### src/rtl/tsf_pkg.sv
package tsf_pkg;

	// Blink divider reload and saturation value of the period counter.
	localparam logic [7:0] BLINK_TICKS = 8'd61;
	localparam logic [7:0] PERIOD_CAP  = 8'd200;

	// Limits of the lamp pattern shown while a lamp fault is latched.
	localparam logic [7:0] MALF_FIRST_END  = 8'd19;
	localparam logic [7:0] MALF_DARK_END   = 8'd40;
	localparam logic [7:0] MALF_SECOND_END = 8'd61;

	// Configuration register indexes.
	localparam logic [1:0] REG_DEBOUNCE_TARGET = 2'd0;
	localparam logic [1:0] REG_RELEASE_PERIODS = 2'd1;
	localparam logic [1:0] REG_WARN_PERIODS    = 2'd2;

	localparam logic [7:0] DEBOUNCE_TARGET_RST = 8'd5;
	localparam logic [7:0] RELEASE_PERIODS_RST = 8'd3;
	localparam logic [7:0] WARN_PERIODS_RST    = 8'd9;

	typedef struct packed {
		logic [7:0] debounce_target;
		logic [7:0] release_periods;
		logic [7:0] warn_periods;
	} cfg_t;

	typedef struct packed {
		logic left;
		logic right;
		logic thanks;
		logic malfunction;
	} mode_t;

	typedef struct packed {
		logic button_n;
		logic right_sense;
		logic left_sense;
		logic comparator_trip;
	} tick_t;

	typedef struct packed {
		logic relay_left;
		logic relay_right;
		logic blink_clock;
		logic lamp_a;
		logic lamp_b;
	} result_t;

endpackage

### src/rtl/tsf_tick_if.sv
interface tsf_tick_if;
	logic valid;
	logic ready;
	logic button_n;
	logic right_sense;
	logic left_sense;
	logic comparator_trip;

	modport source (output valid, output button_n, output right_sense, output left_sense,
		output comparator_trip, input ready);
	modport sink (input valid, input button_n, input right_sense, input left_sense,
		input comparator_trip, output ready);
endinterface

### src/rtl/tsf_result_if.sv
interface tsf_result_if;
	logic valid;
	logic ready;
	logic relay_left;
	logic relay_right;
	logic blink_clock;
	logic lamp_a;
	logic lamp_b;

	modport source (output valid, output relay_left, output relay_right, output blink_clock,
		output lamp_a, output lamp_b, input ready);
	modport sink (input valid, input relay_left, input relay_right, input blink_clock,
		input lamp_a, input lamp_b, output ready);
endinterface

### src/rtl/tsf_cfg.sv
module tsf_cfg
	import tsf_pkg::*;
(
	input  logic       clk,
	input  logic       arst_n,
	input  logic       we,
	input  logic [1:0] index,
	input  logic [7:0] data,
	output cfg_t       cfg
);

	cfg_t cfg_q;

	always_ff @(posedge clk or negedge arst_n) begin
		if (!arst_n) begin
			cfg_q.debounce_target <= DEBOUNCE_TARGET_RST;
			cfg_q.release_periods <= RELEASE_PERIODS_RST;
			cfg_q.warn_periods    <= WARN_PERIODS_RST;
		end else if (we) begin
			case (index)
				REG_DEBOUNCE_TARGET: cfg_q.debounce_target <= data;
				REG_RELEASE_PERIODS: cfg_q.release_periods <= data;
				REG_WARN_PERIODS:    cfg_q.warn_periods <= data;
				default: ;
			endcase
		end
	end

	assign cfg = cfg_q;

endmodule

### src/rtl/tsf_core.sv
module tsf_core
	import tsf_pkg::*;
(
	input  logic    clk,
	input  logic    arst_n,
	input  logic    en,
	input  tick_t   item,
	input  cfg_t    cfg,
	output result_t res_next
);

	logic [7:0] debounce_q, debounce_d;
	logic [7:0] divider_q, divider_d;
	logic [7:0] period_q, period_d;
	logic       phase_q, phase_d;
	mode_t      mode_q, mode_d;
	result_t    latch_q, latch_d;
	logic       pressed;
	logic       one_side;

	always_comb begin
		debounce_d = debounce_q;
		divider_d  = divider_q;
		period_d   = period_q;
		phase_d    = phase_q;
		mode_d     = mode_q;
		latch_d    = latch_q;
		pressed    = !item.button_n;
		one_side   = item.right_sense ^ item.left_sense;

		// Thanks flash debounce; the count stops one past the target.
		if (!mode_d.thanks) begin
			if (pressed) begin
				if ({1'b0, debounce_d} < ({1'b0, cfg.debounce_target} + 9'd1))
					debounce_d = debounce_d + 8'd1;
				if (debounce_d == cfg.debounce_target) begin
					latch_d.relay_left  = 1'b1;
					latch_d.relay_right = 1'b1;
					period_d            = '0;
					mode_d.thanks       = 1'b1;
				end
			end else begin
				debounce_d = '0;
			end
		end

		divider_d = divider_d - 8'd1;
		if (divider_d == 8'd0) begin
			divider_d           = BLINK_TICKS;
			latch_d.blink_clock = !latch_d.blink_clock;
			phase_d             = !phase_d;
			if (phase_d && (mode_d.left || mode_d.right || mode_d.thanks) &&
			    (period_d < PERIOD_CAP))
				period_d = period_d + 8'd1;
		end

		if (phase_d) begin
			if (!item.right_sense && !item.left_sense) begin
				mode_d.malfunction = 1'b0;
				mode_d.left        = 1'b0;
				mode_d.right       = 1'b0;
			end else if (item.right_sense && !item.left_sense) begin
				if (!mode_d.right) begin
					mode_d.right        = 1'b1;
					period_d            = '0;
					latch_d.relay_right = 1'b1;
				end
			end else if (item.left_sense && !item.right_sense) begin
				if (!mode_d.left) begin
					mode_d.left        = 1'b1;
					period_d           = '0;
					latch_d.relay_left = 1'b1;
				end
			end else begin
				latch_d.lamp_a = 1'b1;
				if (!mode_d.thanks) begin
					latch_d.relay_left  = 1'b0;
					latch_d.relay_right = 1'b0;
				end
				mode_d.left  = 1'b0;
				mode_d.right = 1'b0;
			end
			if (one_side) begin
				if (mode_d.malfunction) begin
					// Fault pattern: lit, dark, lit across the on phase of one blink period.
					if (divider_d <= MALF_FIRST_END) begin
						latch_d.lamp_a = 1'b1;
						latch_d.lamp_b = 1'b1;
					end else if (divider_d <= MALF_DARK_END) begin
						latch_d.lamp_a = 1'b0;
						latch_d.lamp_b = 1'b0;
					end else if (divider_d <= MALF_SECOND_END) begin
						latch_d.lamp_a = 1'b1;
						latch_d.lamp_b = 1'b1;
					end
				end else begin
					latch_d.lamp_a = 1'b1;
					if (period_d > cfg.warn_periods)
						latch_d.lamp_b = 1'b1;
				end
				if (item.comparator_trip)
					mode_d.malfunction = 1'b1;
			end
		end else begin
			latch_d.lamp_a = 1'b0;
			latch_d.lamp_b = 1'b0;
			if (period_d >= cfg.release_periods) begin
				latch_d.relay_left  = 1'b0;
				latch_d.relay_right = 1'b0;
				mode_d.thanks       = 1'b0;
			end
		end
	end

	always_ff @(posedge clk or negedge arst_n) begin
		if (!arst_n) begin
			debounce_q <= '0;
			divider_q  <= BLINK_TICKS;
			period_q   <= '0;
			phase_q    <= 1'b0;
			mode_q     <= '0;
			latch_q    <= '0;
		end else if (en) begin
			debounce_q <= debounce_d;
			divider_q  <= divider_d;
			period_q   <= period_d;
			phase_q    <= phase_d;
			mode_q     <= mode_d;
			latch_q    <= latch_d;
		end
	end

	assign res_next = latch_d;

`ifndef SYNTHESIS
	a_period_capped: assert property (@(posedge clk) disable iff (!arst_n)
		period_q <= PERIOD_CAP)
		else $error("period counter above its cap");

	a_divider_range: assert property (@(posedge clk) disable iff (!arst_n)
		(divider_q != 8'd0) && (divider_q <= BLINK_TICKS))
		else $error("blink divider out of range");

	a_lamps_dark_off_phase: assert property (@(posedge clk) disable iff (!arst_n)
		!phase_q |-> (!latch_q.lamp_a && !latch_q.lamp_b))
		else $error("indicator lamp lit during off phase");

	a_idle_holds_state: assert property (@(posedge clk) disable iff (!arst_n)
		!en |=> ($stable(divider_q) && $stable(mode_q) && $stable(latch_q)))
		else $error("state changed without an item");
`endif

endmodule

### src/rtl/turn_signal_flasher_controller_unit.sv
// Turn-signal flasher controller. Each item on tick is one timer tick carrying the
// button level, the lamp feedback and the fault comparator; each item on result carries
// the relay, blink clock and indicator lamp levels after that tick. One item is taken per
// clock cycle when result is not stalled; an accepted item passes an input register, then
// the state update and the result register. Config registers (debounce target, release
// periods, warn periods) are written through cfg_we, cfg_index and cfg_data and should
// only change while no item is in flight.
module turn_signal_flasher_controller_unit
	import tsf_pkg::*;
(
	input  logic       clk,
	input  logic       arst_n,
	tsf_tick_if.sink   tick,
	tsf_result_if.source result,
	input  logic       cfg_we,
	input  logic [1:0] cfg_index,
	input  logic [7:0] cfg_data
);

	cfg_t    cfg;
	tick_t   item_s1;
	logic    valid_s1;
	result_t res_next;
	result_t res_s2;
	logic    valid_s2;
	logic    advance;

	tsf_cfg u_cfg (
		.clk    (clk),
		.arst_n (arst_n),
		.we     (cfg_we),
		.index  (cfg_index),
		.data   (cfg_data),
		.cfg    (cfg)
	);

	// The buffered item moves on whenever the result register is free or being emptied.
	assign advance    = valid_s1 && (!valid_s2 || result.ready);
	assign tick.ready = !valid_s1 || advance;

	always_ff @(posedge clk or negedge arst_n) begin
		if (!arst_n) begin
			valid_s1 <= 1'b0;
		end else if (tick.ready) begin
			valid_s1 <= tick.valid;
		end
	end

	always_ff @(posedge clk) begin
		if (tick.valid && tick.ready) begin
			item_s1.button_n        <= tick.button_n;
			item_s1.right_sense     <= tick.right_sense;
			item_s1.left_sense      <= tick.left_sense;
			item_s1.comparator_trip <= tick.comparator_trip;
		end
	end

	tsf_core u_core (
		.clk      (clk),
		.arst_n   (arst_n),
		.en       (advance),
		.item     (item_s1),
		.cfg      (cfg),
		.res_next (res_next)
	);

	always_ff @(posedge clk or negedge arst_n) begin
		if (!arst_n) begin
			valid_s2 <= 1'b0;
		end else if (advance) begin
			valid_s2 <= 1'b1;
		end else if (result.ready) begin
			valid_s2 <= 1'b0;
		end
	end

	always_ff @(posedge clk) begin
		if (advance)
			res_s2 <= res_next;
	end

	assign result.valid       = valid_s2;
	assign result.relay_left  = res_s2.relay_left;
	assign result.relay_right = res_s2.relay_right;
	assign result.blink_clock = res_s2.blink_clock;
	assign result.lamp_a      = res_s2.lamp_a;
	assign result.lamp_b      = res_s2.lamp_b;

`ifndef SYNTHESIS
	a_no_overwrite: assert property (@(posedge clk) disable iff (!arst_n)
		(valid_s2 && !result.ready) |-> !advance)
		else $error("result register overwritten while stalled");

	a_stall_backs_up: assert property (@(posedge clk) disable iff (!arst_n)
		(valid_s1 && valid_s2 && !result.ready) |-> !tick.ready)
		else $error("item taken while both stages are full");

	a_buffer_drains: assert property (@(posedge clk) disable iff (!arst_n)
		(valid_s1 && !valid_s2) |=> valid_s2)
		else $error("buffered item did not reach the result register");
`endif

endmodule
### src/flat_wrapper.sv
// flat-port wrapper written by rule: the top's interface ports become plain ports
module turn_signal_flasher_controller_unit_flat import tsf_pkg::*;
  (clk, arst_n, cfg_we, cfg_index, cfg_data, tick_valid, tick_button_n, tick_right_sense, tick_left_sense, tick_comparator_trip, tick_ready, result_valid, result_relay_left, result_relay_right, result_blink_clock, result_lamp_a, result_lamp_b, result_ready);
  tsf_tick_if tick_i ();
  tsf_result_if result_i ();
  input  logic clk;
  input  logic arst_n;
  input  logic cfg_we;
  input  logic [1:0] cfg_index;
  input  logic [7:0] cfg_data;
  input wire logic [$bits(tick_i.valid)-1:0] tick_valid;
  input wire logic [$bits(tick_i.button_n)-1:0] tick_button_n;
  input wire logic [$bits(tick_i.right_sense)-1:0] tick_right_sense;
  input wire logic [$bits(tick_i.left_sense)-1:0] tick_left_sense;
  input wire logic [$bits(tick_i.comparator_trip)-1:0] tick_comparator_trip;
  output wire logic [$bits(tick_i.ready)-1:0] tick_ready;
  output wire logic [$bits(result_i.valid)-1:0] result_valid;
  output wire logic [$bits(result_i.relay_left)-1:0] result_relay_left;
  output wire logic [$bits(result_i.relay_right)-1:0] result_relay_right;
  output wire logic [$bits(result_i.blink_clock)-1:0] result_blink_clock;
  output wire logic [$bits(result_i.lamp_a)-1:0] result_lamp_a;
  output wire logic [$bits(result_i.lamp_b)-1:0] result_lamp_b;
  input wire logic [$bits(result_i.ready)-1:0] result_ready;
  assign tick_i.valid = tick_valid;
  assign tick_i.button_n = tick_button_n;
  assign tick_i.right_sense = tick_right_sense;
  assign tick_i.left_sense = tick_left_sense;
  assign tick_i.comparator_trip = tick_comparator_trip;
  assign tick_ready = tick_i.ready;
  assign result_valid = result_i.valid;
  assign result_relay_left = result_i.relay_left;
  assign result_relay_right = result_i.relay_right;
  assign result_blink_clock = result_i.blink_clock;
  assign result_lamp_a = result_i.lamp_a;
  assign result_lamp_b = result_i.lamp_b;
  assign result_i.ready = result_ready;
  turn_signal_flasher_controller_unit u_core (.clk(clk), .arst_n(arst_n), .tick(tick_i), .result(result_i), .cfg_we(cfg_we), .cfg_index(cfg_index), .cfg_data(cfg_data));
endmodule
### config.mk
export PLATFORM = sky130hd
export DESIGN_NAME = turn_signal_flasher_controller_unit_flat
export DESIGN_NICKNAME = d
export VERILOG_FILES = /design/src/rtl/tsf_pkg.sv /design/src/rtl/tsf_tick_if.sv /design/src/rtl/tsf_result_if.sv /design/src/rtl/tsf_cfg.sv /design/src/rtl/tsf_core.sv /design/src/rtl/turn_signal_flasher_controller_unit.sv /design/src/flat_wrapper.sv
export SDC_FILE = /design/constraint.sdc
export NUM_CORES = 1
export LEC_CHECK = 0
export BUFFER_PORTS_ARGS = -buffer_cell sky130_fd_sc_hd__buf_2
export CAP_MARGIN = 10
export CORE_MARGIN = 10
export CORE_UTILIZATION = 35
export DETAILED_ROUTE_END_ITERATION = 10
export GPL_TIMING_DRIVEN = 1
export HOLD_SLACK_MARGIN = 0.08
export PLACE_DENSITY = 0.53
export SLEW_MARGIN = 20
export SYNTH_ARGS = -nofsm -noshare
export SYNTH_HDL_FRONTEND = slang
export SYNTH_HIERARCHICAL = 1
export SYNTH_SLANG_ARGS = --single-unit
### constraint.sdc
create_clock -name clk -period 6.9 [get_ports clk]
set_input_delay 1.38 -clock clk [delete_from_list [all_inputs] [get_ports clk]]
set_output_delay 1.38 -clock clk [all_outputs]
set_load 0.005 [all_outputs]
==> summary.txt, run 1 <==
Status
  • Status: complete, no violations

Setup path
  • WP data arrival: slightly above 6 ns
  • Critical path's slowest cell: or4_4
  • CP Capture Type: flop
  • Setup CP Type: flop to flop
  • R2R setup slack: around 0.84 ns
  • CP Launch Type: flop
  • Max FO, Critical Path: 18
  • Worst path max stage delay: 0.62 ns
  • Crit path required time: 7.00 ns

Cells and area
  • Antenna diodes: 0
  • Layout Cells excl Fill: 716
  • Commonest non-fill, non-tap cell in the layout: dfrtp_1
  • Layout cell share with drive strength beyond 1: 0.1959
  • Most frequent cells in the layout: 49 x dfrtp_1, 38 x nor2_1, 33 x nand2_1
  • Area Growth Syn to Fin: 12.67%
  • Fill count: about 1,400
  • Nets: 582

Clock tree
  • CTS Hold Bufs: 0
  • # Post-CTS Setup Buffers: 0
  • TritonCTS clock tree: done
  • CTS H-Tree Depth: 3
  • CTS buffer count: 9
  • Clock transition at the registers of the reported paths: 0.06 ns
  • Clk root buf: clkbuf_16
  • Clk sinks: slightly below 70
  • Clk Latency, worst-skew pair: 0.34 ns
  • Cts repair resizes: 0
  • Buffer depth of the longest clock path: 2

Pwr
  • Maximum vdd drop: 0.0001493 V
  • Pwr Density: 310.3 nW/um^2
  • Leak pwr: 2.294 nW

STA
  • Final min period: 6.060 ns
  • Hold_ws: around 0.5 ns
  • Tightest Pin Transition: a little under 0.8 ns
  • Max Fclk: 165.0 MHz
  • Clk_skew: 0.006823 ns
  • RSZ-0062 raised after global routing: false
  • Pins over their slew limit: 0
  • Setup violations, final: 0
  • Hold Vio Cnt, Final: 0
  • Final WS setup: 0.8401 ns
  • Period utilization: 0.8782
  • Fin Setup TNS: 0 ns
  • Slew HR: 0.4813

Place
  • Port Buf Inserts: 25
  • # placed instances: 700
  • HPWL after DPL: 8611 um
  • Placer Congestion: 0.8866
  • Setup WS pre-CTS: 0.7928 ns

Drt
  • Drt initial violations: 251
  • Via count: 3,817
  • Antenna viol nets, final: 0
  • DRC viols: 0
  • Post-Route WL: 11,480 um
  • Via density per instance: ~5.3
  • Avg WL per Cell: 16.04 um
  • Pre-antenna DRT Iters: 5

Floorplanning
  • Die W: ~140 um
  • Core area: ~14,000 um^2
  • Die Area: 19,060 um^2
  • Starting Density: 0.3543
  • Boundary pin count: 26
  • Cell Rows: 43
  • Die Y: between 100 and 150 um

Synth
  • Most used DFF post-synth: dfrtp_1
  • Post-synth cell types: a little under 80
  • Synth Instances: 513
  • Synth Cell Area: 4880 um^2
  • Seq/Total Area, Yosys: 0.3659
  • Syn Nets: 564
  • FFs w/ async S/R, synth: 0.8696
  • Syn_area_per_cell: roughly 9.5 um^2
  • Yosys reg bits: between 60 and 70
  • Synth warn: 6
  • EDFF count, synth: 9

Global route
  • First-pass GRT wire length: 19,350 um
  • Vias in the first global route: 3,813
  • Initial antenna violation count: 0
  • Tot GR Track Use: 0.1206
  • Largest net degree at the start of global routing: 61
  • Remaining Overflow, GRT: 0

Flow run
  • Max_cap viols: 0

Min path
  • HP Class: flop to flop
-- final cells by class --
cell class,instances,area (um^2),area share
multi-input combinational,395,2910,0.5294
sequential,69,1785,0.3248
clock buffer,10,239.0,0.04347
tap,180,225.2,0.04096
timing repair buffer,28,147.6,0.02685
inverter,28,105.1,0.01912
clock inverter,6,85.08,0.01548
-- cell usage after synthesis (4+ instances only) --
| master | count | share of area |
|---|---|---|
| a31oi_1 | 7 | 0.0090 |
| nor4_1 | 4 | 0.0051 |
| dfstp_2 | 11 | 0.059 |
| a22oi_1 | 6 | 0.0092 |
| dfrtp_1 | 49 | 0.25 |
| o21ai_1 | 10 | 0.010 |
| or4_1 | 4 | 0.0062 |
| a21o_1 | 9 | 0.014 |
| nor2b_1 | 5 | 0.0064 |
| nor2_1 | 38 | 0.029 |
| nor3_1 | 15 | 0.015 |
| o31ai_1 | 7 | 0.011 |
| mux2_2 | 25 | 0.058 |
| o21a_1 | 4 | 0.0062 |
| nand2_1 | 33 | 0.025 |
| nor3_2 | 4 | 0.0082 |
| edfxtp_1 | 9 | 0.055 |
| nand4_1 | 8 | 0.010 |
| mux2i_1 | 4 | 0.0082 |
| inv_1 | 28 | 0.022 |
| o21ai_0 | 15 | 0.015 |
| and3_1 | 4 | 0.0051 |
| ha_1 | 32 | 0.082 |
| or3_1 | 9 | 0.012 |
| xnor2_1 | 15 | 0.027 |
| nand2b_1 | 11 | 0.014 |
| clkbuf_1 | 14 | 0.011 |
| xor2_1 | 13 | 0.023 |
| a21boi_1 | 5 | 0.0077 |
| nand3_1 | 16 | 0.016 |
| a21oi_1 | 28 | 0.029 |
-- final timing paths --
path | from | end | depth (start not counted)
setup / recovery | u_core/u_cfg/cfg[18] | u_core/result.lamp_b | 25
hold / removal | u_core/u_core/latch_q[2] | u_core/u_core/latch_q[2] | 1
setup reg to reg | u_core/u_cfg/cfg[18] | u_core/result.lamp_b | 25
hold reg to reg | u_core/u_core/latch_q[2] | u_core/u_core/latch_q[2] | 1
max in group asynchronous | arst_n | u_core/u_core/debounce_q[4] | 2
min in group asynchronous | arst_n | u_core/result.valid | 2
-- registers in the layout, summed over array words and instances (netlist names) --
name                       cells
u_core/u_core/debounce_q       8
u_core/u_core/divider_q        8
u_core/valid_s1                1
u_core/result.valid            1
u_core/result.lamp_b           1
u_core/result.relay_right      1
u_core/result.blink_clock      1
u_core/u_cfg/cfg              24
u_core/u_core/phase_q          1
u_core/u_core/mode_q           4
u_core/result.lamp_a           1
u_core/result.relay_left       1
u_core/item_s1                 4
u_core/u_core/period_q         8
u_core/u_core/latch_q          5
-- layer usage --
layer  up-vias  global-route usage  routed length (um)
li1       1917                   -                   -
met1      1835              0.1573                5605
met2        54              0.1870                5366
met3        11             0.02329                 309
met4         0             0.05716                 201
met5         -                   0                   0
-- kinds of logic (layout without fill, tap and decap cells) --
logic type	count (synthesis)	after routing	share of synthesized area
flip-flops	69	69	0.3659
buffers and inverters	49	72	0.04000
XOR/XNOR	28	28	0.05026
adder cells (fa/ha/maj)	32	32	0.08205
multiplexers	31	31	0.07051
AO/OA/AOI/OAI	130	130	0.1913
AND/OR/NAND/NOR	174	174	0.2000
-- report_power, final --
group	leakage [nW]	total [mW]	switching, mW	internal (mW)
sequential	0.825	0.660	0.142	0.519
combinational	1.31	0.544	0.303	0.241
clock	0.157	0.501	0.176	0.325
-- through the flow --
stage               power [mW]  utilization  area, um^2
detailed placement       1.206       0.3748        5162
floorplan                1.061            -        4880
CTS                      1.715       0.3983        5487
finish                   1.706       0.3992        5498
global placement         1.195       0.3748        5162
global route             1.827       0.3992        5498
-- worst max-delay path, delay by kind of cell (launching register included) --
kind            cells  cell delay (ns)
xor+xnor            1             0.16
simple gates       10             1.81
flops               1             0.59
fa+ha+maj           3             0.84
buf+inv             1             0.25
compound gates     10             2.18
No activity file was read; power rests on OpenSTA's default activity.
==> run 2, diff against run 1 <==
--- a/config.mk
+++ b/config.mk
@@ -5,14 +5,15 @@
 export SDC_FILE = /design/constraint.sdc
 export NUM_CORES = 1
 export LEC_CHECK = 0
-export BUFFER_PORTS_ARGS = -buffer_cell sky130_fd_sc_hd__buf_2
 export CAP_MARGIN = 10
 export CORE_MARGIN = 10
 export CORE_UTILIZATION = 35
 export DETAILED_ROUTE_END_ITERATION = 10
+export DONT_BUFFER_PORTS = 1
 export GPL_TIMING_DRIVEN = 1
 export HOLD_SLACK_MARGIN = 0.08
-export PLACE_DENSITY = 0.53
+export PLACE_DENSITY = 0.51
+export SETUP_SLACK_MARGIN = 0.05
 export SLEW_MARGIN = 20
 export SYNTH_ARGS = -nofsm -noshare
 export SYNTH_HDL_FRONTEND = slang
==> run 2 against run 1 <==
Effect of this change: core utilization down 0.84 points; global-route usage is 0.45 points higher; clock skew up 0.0081 ns; clock-buffer cell count did not move; combinational power down 4.0%; worst hold slack lost 0.0033 ns; total power increased by 0.72%; setup slack gained 0.049 ns.
==> summary.txt, run 2 (synthesis results as in run 1) <==
Drt
  • Antenna viol nets, final: 0 (unchanged)
  • Post-Route WL: 11,700 um (+1.9%)
  • Avg WL per Cell: 16.96 um (+5.7%)
  • Via count: 3,802 (-0.39%)
  • Pre-antenna DRT Iters: 4 (-1)
  • Via density per instance: 5.510 (+3.4%)
  • DRC viols: 0 (unchanged)
  • Drt initial violations: 217 (-14%)

Cells and area
  • Antenna diodes: 0 (unchanged)
  • Max reg flops: 24 (unchanged)
  • Layout Cells excl Fill: 690 (-3.6%)
  • Most frequent cells in the layout: 49 x dfrtp_1, 38 x nor2_1, 33 x nand2_1
  • Nets: 556 (-4.5%)
  • Layout cell share with drive strength beyond 1: 0.1529 (-0.04295)
  • Fill count: 1,431 (+1.3%)
  • Finished Cell Area: 5381 um^2 (-2.1%)
  • Commonest non-fill, non-tap cell in the layout: dfrtp_1
  • Area Growth Syn to Fin: 10.28%
  • Post-layout util: 0.3907 (-0.008448)

Global route
  • Initial antenna violation count: 0 (unchanged)
  • Remaining Overflow, GRT: 0 (unchanged)
  • First-pass GRT wire length: 19,850 um (+2.6%)
  • Vias in the first global route: 3,831 (+0.47%)
  • Tot GR Track Use: 0.1250 (+0.004461)
  • Largest net degree at the start of global routing: 61 (unchanged)

Setup path
  • Crit path required time: 7.00 ns (about the same)
  • Max FO, Critical Path: 18 (unchanged)
  • CP Capture Type: flop
  • CP Launch Point: u_core/u_cfg/cfg[18]
  • CP Launch Type: flop
  • WP data arrival: 6.11 ns (-0.05 ns)
  • Worst reg2reg startpoint: u_core/u_cfg/cfg[18]
  • Setup CP Type: flop to flop

Floorplanning
  • Starting Density: 0.3543 (unchanged)
  • Boundary pin count: 26 (unchanged)
  • Cell Rows: 43 (unchanged)
  • Die W: 138.1 um (unchanged)
  • Die Area: 19,060 um^2 (unchanged)
  • Core area: 13,770 um^2 (unchanged)
  • Die Y: 138.1 um (unchanged)

Clock tree
  • CTS buffer count: 9 (unchanged)
  • Buffer depth of the longest clock path: 2 (unchanged)
  • Cts repair resizes: 0 (unchanged)
  • # Post-CTS Setup Buffers: 0 (unchanged)
  • Clock transition at the registers of the reported paths: 0.06 ns (about the same)
  • Clk root buf: clkbuf_16
  • Clk Latency, worst-skew pair: 0.34 ns (about the same)
  • CTS H-Tree Depth: 3 (unchanged)
  • CTS Hold Bufs: 0 (unchanged)
  • Clk sinks: 69 (unchanged)
  • TritonCTS clock tree: done

Place
  • Dpl cell area: 5030 um^2 (-2.6%)
  • Port Buf Inserts: 0 (-100%)
  • Placer Congestion: 0.8691 (-2.0%)
  • # placed instances: 674 (-3.7%)
  • HPWL after DPL: 8574 um (-0.43%)

STA
  • Hold Vio Cnt, Final: 0 (unchanged)
  • Clk_skew: 0.01494 ns (+0.008117 ns)
  • Max Fclk: 166.4 MHz (+0.81%)
  • RSZ-0062 raised after global routing: false
  • Period utilization: 0.8712 (-0.007039)
  • Fin Setup TNS: 0 ns (unchanged)
  • Final min period: 6.011 ns (-0.04857 ns)
  • Setup violations, final: 0 (unchanged)
  • Pins over their slew limit: 0 (unchanged)
  • Tightest Pin Transition: 0.7397 ns (-0.03833 ns)
  • Slew HR: 0.5069 (+0.02556)

Pwr
  • Leak pwr: 2.199 nW (-4.1%)
  • Maximum vdd drop: 0.0001682 V (+13%)
  • Pwr Density: 319.3 nW/um^2 (+2.9%)

Flow run
  • Max_cap viols: 0 (unchanged)

Min path
  • Hold Crit Start: u_core/u_core/latch_q[2]
  • HP Class: flop to flop

Status
  • Status: complete, no violations
[run 2: changes by cell type in the layout (fill, tap and decap cells not counted)]
| cell | delta |
|---|---|
| buf_4 | -1 |
| clkbuf_8 | -1 |
| clkinvlp_4 | -1 |
| inv_6 | -1 |
| clkinv_4 | +2 |
| clkinv_2 | -1 |
| bufinv_16 | +1 |
| buf_2 | -25 |
| clkbuf_1 | +1 |
[run 2: metrics by stage]
stage | total power [mW] | hold WS, ns | worst slack (ns)
global route | 1.838 | 0.5279 | 0.4242
global placement | 1.177 | 0.4843 | 0.9179
CTS | 1.732 | 0.4947 | 0.7835
finish | 1.718 | 0.4883 | 0.8887
detailed placement | 1.187 | 0.4863 | 0.7542
floorplan | 1.061 | 0.4666 | 1.475
[run 2: routing by layer]
layer	up-vias	track usage	routed length [um]
met5	-	0	0
li1	1869	-	-
met3	10	0.02671	451
met2	60	0.1985	5538
met1	1863	0.1576	5528
met4	0	0.05993	181
[run 2: area by class of cell]
type	count	area [um^2]	area share
flip-flops and latches	69	1785	0.3318
multi-input cells	395	2910	0.5408
inverters	28	105.1	0.01953
clock inverters	6	111.4	0.02069
repair buffers	2	15.01	0.002790
clock buffers	10	229.0	0.04255
well taps	180	225.2	0.04185
[run 2: power breakdown]
group	switching (mW)	internal (mW)
logic	0.289	0.233
registers	0.144	0.519
clock network	0.180	0.353
[run 2: final timing paths]
kind,endpoint,slack (ns),cells past startpoint
max,u_core/result.lamp_b,0.89,25
min,u_core/u_core/latch_q[2],0.49,1
max reg2reg,u_core/result.lamp_b,0.89,25
min reg2reg,u_core/u_core/latch_q[2],0.49,1
max in group asynchronous,u_core/u_cfg/cfg[16],5.98,0
min in group asynchronous,u_core/u_core/latch_q[4],0.73,0
[run 2: critical path: stages (launching register included)]
cell and delay [ns]:
dfstp_2 0.59, nand3_1 0.14, nor2_1 0.21, nand3_1 0.11, xor2_1 0.15, ha_1 0.31
and3_1 0.19, a211oi_1 0.35, a311oi_4 0.18, or4_4 0.62, a211o_1 0.34, a2111oi_4 0.33
buf_4 0.25, nor2_1 0.06, ha_1 0.26, nand3_1 0.13, a21oi_1 0.20, ha_1 0.26
nor2b_1 0.13, o21ai_0 0.13, nand2b_1 0.07, a21oi_1 0.15, o21a_1 0.15, o22ai_1 0.10
a31o_1 0.23, nor2b_1 0.13
==> run 3, diff against run 2 <==
--- a/config.mk
+++ b/config.mk
@@ -17,5 +17,4 @@
 export SLEW_MARGIN = 20
 export SYNTH_ARGS = -nofsm -noshare
 export SYNTH_HDL_FRONTEND = slang
-export SYNTH_HIERARCHICAL = 1
 export SYNTH_SLANG_ARGS = --single-unit
==> run 3 against run 2 <==
Effect of this change: total power up 7.3%; cell count up 0.72%; combinational power up 28%; critical endpoint is now u_core.result.relay_right; largest cell class unchanged; largest power group unchanged; highest routed layer unchanged.
==> summary.txt, run 3 <==
Synth
  • FFs w/ async S/R, synth: 0.8696 (unchanged)
  • Synth Instances: 513 (unchanged)
  • Post-synth cell types: 70 (-9.1%)
  • Syn Nets: 564 (unchanged)
  • Most frequent cell after synthesis: dfrtp_1
  • Most used DFF post-synth: dfrtp_1
  • Synth area leaders: dfrtp_1 25%, ha_1 8.2%, mux2_2 6.0%, dfstp_2 5.9%, edfxtp_1 5.6%
  • Seq/Total Area, Yosys: 0.3667 (+0.0008463)
  • Yosys reg bits: 69 (unchanged)
  • EDFF count, synth: 9 (unchanged)
  • Post-synth top area share: 0.2519 (+0.0005812)
  • Post-synth top cells: 49 x dfrtp_1, 46 x nor2_1, 33 x nand2_1
  • Largest area contributor in the netlist: dfrtp_1
  • Synth Cell Area: 4868 um^2 (-0.23%)
  • Synth warn: 0 (-6)
  • Syn_area_per_cell: 9.490 um^2 (-0.23%)

Clock tree
  • CTS Hold Bufs: 0 (unchanged)
  • CTS buffer count: 9 (unchanged)
  • Clk root buf: clkbuf_16
  • Clk sinks: 69 (unchanged)
  • # Post-CTS Setup Buffers: 0 (unchanged)
  • CTS H-Tree Depth: 3 (unchanged)
  • Buffer depth of the longest clock path: 2 (unchanged)
  • Clk Latency, worst-skew pair: 0.34 ns (about the same)
  • TritonCTS clock tree: done
  • Cts repair resizes: 0 (unchanged)
  • Clock transition at the registers of the reported paths: 0.05 ns (about the same)

Setup path
  • Setup CP Type: flop to flop
  • Critical path's slowest cell: nor4_4
  • Crit path required time: 7.06 ns (+0.06 ns)
  • R2R setup slack: 1.02 ns (+0.13 ns)
  • CP Launch Type: flop
  • WP data arrival: 6.03 ns (-0.08 ns)
  • Kind of cell adding the most delay to the critical path: simple AND/OR/NAND/NOR gates
  • Max FO, Critical Path: 15 (-3)
  • Worst reg2reg startpoint: u_core.u_cfg.cfg[16]
  • CP Depth: 23 (-8.0%)
  • Cell Chain, Critical Path: and4_1 -> nand4_1 -> xor2_1 -> ha_1 -> a21oi_1 -> and2_1 -> nand3_2 -> a211oi_4 -> o21ai_2 -> nor4_4 -> nor2b_1 -> ha_1 -> nand4_1 -> nor2_1 -> xnor2_1 -> nor2_1 -> ha_1 -> nor2b_1 -> o21ai_0 -> o21ai_0 -> o21ai_0 -> o211ai_2 -> o21bai_1
  • CP Launch Point: u_core.u_cfg.cfg[16]
  • Worst reg2reg path depth: 23 (-8.0%)
  • Critical R2R Capture: u_core.result.relay_right
  • CP Capture Type: flop
  • Worst path max stage delay: 0.71 ns (+0.09 ns)
  • CP bufs+invs: 0 (-1)

Cells and area
  • Layout Cells excl Fill: 695 (+0.72%)
  • Layout cell share with drive strength beyond 1: 0.1515 (-0.001485)
  • Nets: 561 (+0.90%)
  • Commonest non-fill, non-tap cell in the layout: dfrtp_1
  • Fill count: 1,400 (-2.2%)
  • Most frequent cells in the layout: 49 x dfrtp_1, 46 x nor2_1, 33 x nand2_1
  • Area Growth Syn to Fin: 9.483%
  • Antenna diodes: 0 (unchanged)
  • Max reg flops: 24 (unchanged)

Floorplanning
  • Die Area: 19,030 um^2 (-0.20%)
  • Core area: 13,770 um^2 (unchanged)
  • Die W: 137.9 um (about the same)
  • Boundary pin count: 26 (unchanged)
  • Starting Density: 0.3535 (-0.0008176)
  • Die Y: 137.9 um (about the same)
  • Cell Rows: 43 (unchanged)

Min path
  • Hold Crit Start: u_core.u_core.latch_q[2]
  • Hold EP: u_core.u_core.latch_q[2]
  • HP Class: flop to flop
  • Hold path depth: 1 (unchanged)

STA
  • Final min period: 5.878 ns (-0.1338 ns)
  • Clk_skew: 0.007023 ns (-0.007917 ns)
  • Fin Setup TNS: 0 ns (unchanged)
  • Slew HR: 0.4752 (-0.03170)
  • Hold_ws: 0.4852 ns (-0.003140 ns)
  • Max Fclk: 170.1 MHz (+2.3%)
  • Pins over their slew limit: 0 (unchanged)
  • Setup violations, final: 0 (unchanged)
  • Final WS setup: 1.022 ns (+0.1338 ns)
  • Period utilization: 0.8518 (-0.01939)
  • RSZ-0062 raised after global routing: false
  • Hold Vio Cnt, Final: 0 (unchanged)
  • Tightest Pin Transition: 0.7814 ns (+0.04168 ns)

Global route
  • Vias in the first global route: 3,691 (-3.7%)
  • Initial antenna violation count: 0 (unchanged)
  • First-pass GRT wire length: 19,380 um (-2.4%)
  • Tot GR Track Use: 0.1289 (+0.003874)
  • Remaining Overflow, GRT: 0 (unchanged)
  • Largest net degree at the start of global routing: 61 (unchanged)

Place
  • Placer Congestion: 0.8536 (-1.8%)
  • HPWL after DPL: 8486 um (-1.0%)
  • # placed instances: 679 (+0.74%)
  • Setup WS pre-CTS: 1.035 ns (+0.2812 ns)
  • Port Buf Inserts: 0 (unchanged)

Pwr
  • Maximum vdd drop: 0.0001219 V (-28%)
  • Leak pwr: 2.248 nW (+2.2%)
  • Pwr Density: 345.7 nW/um^2 (+8.3%)

Drt
  • Via count: 3,798 (-0.11%)
  • Met3 WL: 423 um (-6.2%)
  • Antenna viol nets, final: 0 (unchanged)
  • Post-Route WL: 11,330 um (-3.1%)
  • Met2 wire length: 5269 um (-4.9%)
  • Pre-antenna DRT Iters: 4 (unchanged)
  • DRC viols: 0 (unchanged)
  • DR top layer: met4
  • Via density per instance: 5.465 (-0.82%)
  • Wl on met1: 5382 um (-2.6%)
  • Avg WL per Cell: 16.31 um (-3.8%)
  • Drt initial violations: 206 (-5.1%)

Status
  • Status: complete, no violations

Flow run
  • Max_cap viols: 0 (unchanged)
[run 3: cell count changes after synthesis, moves of 6 or more]
cell / before / now
nor2_1: 38 / 46
o21ai_0: 15 / 28
nor2b_1: 5 / 11
nor3_1: 15 / 9
clkbuf_1: 14 / 5
or3_1: 9 / 2
o21ai_1: 10 / 0
[run 3: kinds of logic (layout without fill, tap and decap cells)]
kind of cell,count (synthesis),in the layout,synth area share
and+or+nand+nor,175,175,0.1953
AOI/OAI and AO/OA,134,134,0.1982
DFF,69,69,0.3667
buffers and inverters,48,50,0.04420
adders and majority gates,32,32,0.08224
muxes,30,30,0.06836
xor gates and xnor gates,25,25,0.04498
[run 3: layout make-up]
cell class / count / area [um^2] / share of cell area
inverter: 31 / 116.4 / 0.02183
timing repair buffer: 3 / 22.52 / 0.004225
multi-input combinational: 396 / 2868 / 0.5380
sequential: 69 / 1785 / 0.3350
clock inverter: 3 / 42.54 / 0.007981
clock buffer: 13 / 270.3 / 0.05070
tap: 180 / 225.2 / 0.04225
[run 3: worst max-delay path by stage]
| stage | endpoint |
|---|---|
| after CTS | u_core.result.relay_right |
| after floorplan | u_core.result.relay_left |
| after global placement | u_core.result.relay_right |
| after detailed placement | u_core.result.relay_right |
| after global routing | u_core.result.relay_right |
| final | u_core.result.relay_right |
[run 3: routing by layer]
| layer | vias up | global-route usage |
|---|---|---|
| li1 | 1866 | - |
| met1 | 1854 | 0.1697 |
| met2 | 58 | 0.1992 |
| met3 | 20 | 0.03043 |
| met4 | 0 | 0.05156 |
| met5 | - | 0 |
[run 3: power breakdown]
group / switching, mW / internal [mW]
registers: 0.152 / 0.534
logic: 0.386 / 0.284
clock network: 0.177 / 0.309
[run 3: per-stage QoR]
step,power (mW),instance area (um^2),util
global route,1.983,5330,0.3870
CTS,1.859,5330,0.3870
floorplan,1.220,4868,-
finish,1.843,5330,0.3870
detailed placement,1.360,5017,0.3643
global placement,1.344,5017,0.3643
